--- src/design/srrb_pkg.sv ---
// Shared constants, types and the record program for the sample record ring buffer.
`default_nettype none

package srrb_pkg;

	localparam int BUFFER_DEPTH = 2048;
	localparam int PTR_W        = $clog2(BUFFER_DEPTH);
	localparam int CNT_W        = 12;
	localparam int WORD_W       = 16;
	localparam int NUM_WORDS    = 10;
	localparam int IDX_W        = 4;
	localparam int RECORD_BYTES = 31;
	localparam int STEP_W       = 5;
	localparam int THRESH_RESET = 512;

	localparam logic OP_PUT = 1'b0;
	localparam logic OP_GET = 1'b1;

	localparam logic [7:0] CHAR_COMMA = 8'h2C;
	localparam logic [7:0] CHAR_CR    = 8'h0D;
	localparam logic [7:0] CHAR_LF    = 8'h0A;

	typedef enum logic [2:0] {
		SEL_HI,
		SEL_LO,
		SEL_COMMA,
		SEL_CR,
		SEL_LF
	} byte_sel_t;

	typedef struct packed {
		byte_sel_t        sel;
		logic [IDX_W-1:0] word_idx;
		logic             last;
	} rom_word_t;

	typedef struct packed {
		logic             active;
		byte_sel_t        sel;
		logic [IDX_W-1:0] word_idx;
		logic             last;
	} seq_ctrl_t;

	typedef enum logic [1:0] {
		ST_IDLE,
		ST_PUT,
		ST_EMIT
	} state_t;

	function automatic rom_word_t cw(byte_sel_t sel, int idx, logic last);
		rom_word_t w;
		w.sel      = sel;
		w.word_idx = IDX_W'(idx);
		w.last     = last;
		return w;
	endfunction

	// One control word per byte of a record, in the order the bytes go out.
	function automatic rom_word_t record_rom(logic [STEP_W-1:0] step);
		rom_word_t w;
		case (step)
			5'd0:    w = cw(SEL_HI, 0, 1'b0);
			5'd1:    w = cw(SEL_LO, 0, 1'b0);
			5'd2:    w = cw(SEL_COMMA, 0, 1'b0);
			5'd3:    w = cw(SEL_HI, 1, 1'b0);
			5'd4:    w = cw(SEL_LO, 1, 1'b0);
			5'd5:    w = cw(SEL_COMMA, 1, 1'b0);
			5'd6:    w = cw(SEL_HI, 2, 1'b0);
			5'd7:    w = cw(SEL_LO, 2, 1'b0);
			5'd8:    w = cw(SEL_COMMA, 2, 1'b0);
			5'd9:    w = cw(SEL_HI, 3, 1'b0);
			5'd10:   w = cw(SEL_LO, 3, 1'b0);
			5'd11:   w = cw(SEL_COMMA, 3, 1'b0);
			5'd12:   w = cw(SEL_HI, 4, 1'b0);
			5'd13:   w = cw(SEL_LO, 4, 1'b0);
			5'd14:   w = cw(SEL_COMMA, 4, 1'b0);
			5'd15:   w = cw(SEL_HI, 5, 1'b0);
			5'd16:   w = cw(SEL_LO, 5, 1'b0);
			5'd17:   w = cw(SEL_COMMA, 5, 1'b0);
			5'd18:   w = cw(SEL_HI, 6, 1'b0);
			5'd19:   w = cw(SEL_LO, 6, 1'b0);
			5'd20:   w = cw(SEL_COMMA, 6, 1'b0);
			5'd21:   w = cw(SEL_HI, 7, 1'b0);
			5'd22:   w = cw(SEL_LO, 7, 1'b0);
			5'd23:   w = cw(SEL_COMMA, 7, 1'b0);
			5'd24:   w = cw(SEL_HI, 8, 1'b0);
			5'd25:   w = cw(SEL_LO, 8, 1'b0);
			5'd26:   w = cw(SEL_COMMA, 8, 1'b0);
			5'd27:   w = cw(SEL_HI, 9, 1'b0);
			5'd28:   w = cw(SEL_LO, 9, 1'b0);
			5'd29:   w = cw(SEL_CR, 9, 1'b0);
			5'd30:   w = cw(SEL_LF, 9, 1'b1);
			default: w = cw(SEL_LF, 9, 1'b1);
		endcase
		return w;
	endfunction

endpackage

`default_nettype wire

--- src/design/srrb_seq.sv ---
// Step counter and program table that sequence the byte writes of one record.
`default_nettype none

module srrb_seq
	import srrb_pkg::*;
(
	input  wire logic clk,
	input  wire logic arst_n,
	input  wire logic start,
	output seq_ctrl_t ctrl
);

	logic              busy_q;
	logic [STEP_W-1:0] step_q;
	rom_word_t         word;

	assign word = record_rom(step_q);

	always_comb begin
		ctrl.active   = busy_q;
		ctrl.sel      = word.sel;
		ctrl.word_idx = word.word_idx;
		ctrl.last     = word.last;
	end

	// The last control word jumps back to step zero and halts.
	always_ff @(posedge clk or negedge arst_n) begin
		if (!arst_n) begin
			busy_q <= 1'b0;
			step_q <= '0;
		end else if (start) begin
			busy_q <= 1'b1;
			step_q <= '0;
		end else if (busy_q) begin
			if (word.last) begin
				busy_q <= 1'b0;
				step_q <= '0;
			end else begin
				step_q <= step_q + 1'b1;
			end
		end
	end

endmodule

`default_nettype wire

--- config.mk ---
export PLATFORM = sky130hd
export DESIGN_NAME = srrb_seq
export DESIGN_NICKNAME = d
export VERILOG_FILES = /design/src/design/srrb_pkg.sv /design/src/design/srrb_seq.sv
export SDC_FILE = /design/constraint.sdc
export NUM_CORES = 1
export LEC_CHECK = 0
export BUFFER_PORTS_ARGS = -buffer_cell sky130_fd_sc_hd__buf_2
export CAP_MARGIN = 15
export CORE_MARGIN = 2
export CORE_UTILIZATION = 45
export DETAILED_ROUTE_END_ITERATION = 8
export PLACE_DENSITY = 0.78
export SYNTH_ARGS = -nofsm -noshare
export SYNTH_HDL_FRONTEND = slang
export SYNTH_SLANG_ARGS = --single-unit
--- constraint.sdc ---
create_clock -name clk -period 1.33 [get_ports clk]
set_input_delay 0.0665 -clock clk [delete_from_list [all_inputs] [get_ports clk]]
set_output_delay 0.0665 -clock clk [all_outputs]
set_load 0.01 [all_outputs]
==> flow_summary.yaml <==
outcome:
  status: "complete, but fails checks"
  violations: "setup timing"
yosys:
  syn_area_per_cell_um2: 8.12
  syn_area_um2: 626
  yosys_most_used_dff: "dfrtp_1"
  synth_enable_flop_cells: 0
  yosysSeqAreaShare: 0.240
  ys_types: 34
  ys_warn_count: 0
  ys_seq_elements: 6
  ys_async_sr_fraction: 1.00
  syn_nets: 85
  postSynthCellCount: 77
power_and_ir_drop:
  p_leak_nw: 0.417
  power.internal_mw: 0.445
  pwr-share-clk: 0.286
  p_sw_frac: 0.344
  p_comb_frac: 0.400
  powerDensity_nw_per_um2: 673
  p_switching_mw: 0.234
  peakVddDrop_uv: 621
  power.total_mw: 0.679
  power_frac_seq: 0.314
timing:
  skew_ps: 1.92
  worst_pin_slew_ps: 449
  relSlewSlack: 0.700
  timing.final.ws_setup_ps: -423
  max_freq_ghz: 0.570
  hold_violations: 0
  rsz0062_at_grt: "yes"
  slew_viol_final: 0
  period_minus_slack_ps: 1750
  tns_ps: -1530
  holdWs_ps: 64.1
  setup_viol: 9
  min_period_over_period: 1.32
global_route:
  first_global_vias: 562
  antenna_found_initial: 0
  grt_overflow: 0
  grt_usage: 0.236
  grt_max_degree: 11
  grt_first_pass_wirelength_mm: 2.48
placed_design:
  io_buffers: 11
  place_hpwl_mm: 1.17
  pre_cts_slack_ps: -135
  gp_congestion: 0.860
  dp.cells: 110
  place_area_um2: 797
drt:
  drt_iter0_drc: 21
  drcViolationCount: 0
  wire_per_inst_um: 18.9
  vias_per_cell: 6.05
  first_pass_iters: 4
  postRouteAntennaNets: 0
  vias: 732
  wl_mm: 2.29
critical_path:
  r2r_start: "step_q[3]"
  cp-end-kind: "output port"
  required_ps: 1260
  criticalPathCategory: "reg -> out"
  cp_cell_sequence: "inv_4, ha_4, nor3b_2, a2111oi_1, a21oi_1, buf_2"
  cp_top_family: "compound AO/OA/AOI/OAI gates"
  path_depth: 6
  worstPathArrival_ps: 1690
  crit_buf_inv: 2
  crit_slowest_cell: "dfrtp_2"
  r2r_setup_slack_ps: -120
  r2r_cells: 5
  cp-start-kind: "flop"
  slowest_delay_ps: 480
  crit_fanout: 5
  rr_endpoint: "step_q[4]"
die:
  row_count: 13
  core_um2: 1300
  io_pins: 12
  start_util: 0.481
  dieArea_um2: 1700
  die_h_um: 41.3
  fp.dieW_um: 41.3
cells_and_area:
  post-route-util: 0.775
  area_delta_synth_final_pct: 61.2
  fin_cells: 121
  final_cell_area_um2: 1010
  diodes: 0
  fin_nets: 115
  num-fill-cells: 87
  post_route_cells_drive_above_1_share: 0.604
worst_hold_path:
  min_from: "start"
  hp-class: "in -> reg"
  whs_path_depth: 2
  whs_endpoint: "step_q[2]"
run:
  drv_cap: 0
cts:
  cts_tree: "yes"
  clkTransAtPathRegs_ps: 50
  numCtsBuffers: 3
  cts_root_buf: "clkbuf_4"
  insertion_delay_ps: 250
  clock_path_buffers: 2
  cts_num_sinks: 6
  cts_max_level: 1
[how the worst max path moves through the flow]
stage	start	end	slack, ps
3_5_place_dp	step_q[1]	step_q[4]	-130
6_report	step_q[1]	ctrl[1]	-420
4_1_cts	step_q[1]	ctrl[5]	-330
2_1_floorplan	step_q[0]	step_q[4]	-1
5_1_grt	step_q[1]	ctrl[1]	-460
3_3_place_gp	step_q[1]	step_q[4]	-130
[Yosys cell counts, types with 3 or more instances]
master    n  area (um^2)
a21oi_1   7         35.0
buf_2     4         20.0
dfrtp_1   6          150
ha_1      5         62.6
inv_1     5         18.8
nand2_1   3         11.3
nand2b_1  4         25.0
nand3_1   4         20.0
nor2_1    3         11.3
nor2b_1   3         18.8
o21ai_0   4         20.0
[routing by layer]
layer  global-route usage  share of wire  vias up
li1                     -              -      329
met1                0.262           0.39      358
met2                0.406           0.53       39
met3               0.0761          0.059        6
met4                0.105          0.018        0
met5                    0              0        -
[cell type report]
type                       count  area [um^2]  share of cell area
tap                           15         18.8              0.0186
clock buffer                   4         26.3              0.0261
timing repair buffer          34          256               0.254
sequential                     6          156               0.155
inverter                       5         23.8              0.0236
multi-input combinational     57          527               0.522
[cells by family (layout without fill, tap and decap cells)]
| kind of cell | Yosys count | count (layout) | share of synthesized area |
|---|---|---|---|
| flip-flops | 6 | 6 | 0.240 |
| AND/OR/NAND/NOR | 26 | 26 | 0.242 |
| adder cells (fa/ha/maj) | 5 | 5 | 0.100 |
| AO/OA/AOI/OAI | 22 | 22 | 0.230 |
| XOR/XNOR | 2 | 2 | 0.0280 |
| multiplexers | 2 | 2 | 0.0320 |
| buffers and inverters | 14 | 43 | 0.128 |
[registers in the layout, summed over array words and instances, names as in the netlist]
signal / cells
step_q: 5
busy_q: 1
[power groups by stage]
stage | clock network [mW] | registers (mW) | logic [mW]
detailed placement | 0 | 0.208 | 0.193
finish | 0.194 | 0.213 | 0.272
global placement | 0 | 0.208 | 0.189
CTS | 0.192 | 0.213 | 0.226
floorplan | 0 | 0.202 | 0.128
global route | 0.208 | 0.214 | 0.290
[cells in the final DEF (no fill, tap or decap), drive strengths merged, types with 2 or more instances in the layout]
cell / instances
o21ai: 4
nor3b: 2
nor2b: 3
buf: 33
mux2i: 2
dfrtp: 6
nand3: 4
a21oi: 7
clkbuf: 4
nand2: 4
and2: 2
ha: 5
nand2b: 4
xnor2: 2
nor2: 3
inv: 5
[timing repair]
item                       in CTS  in global routing
buffers inserted                1                  5
hold endpoints to repair        6                  0
hold buffers                    1                  0
pin swaps                      13                  4
resized for setup              23                 15
setup endpoints to repair       8                 12
Note: power is estimated with default switching activity, not from simulation.
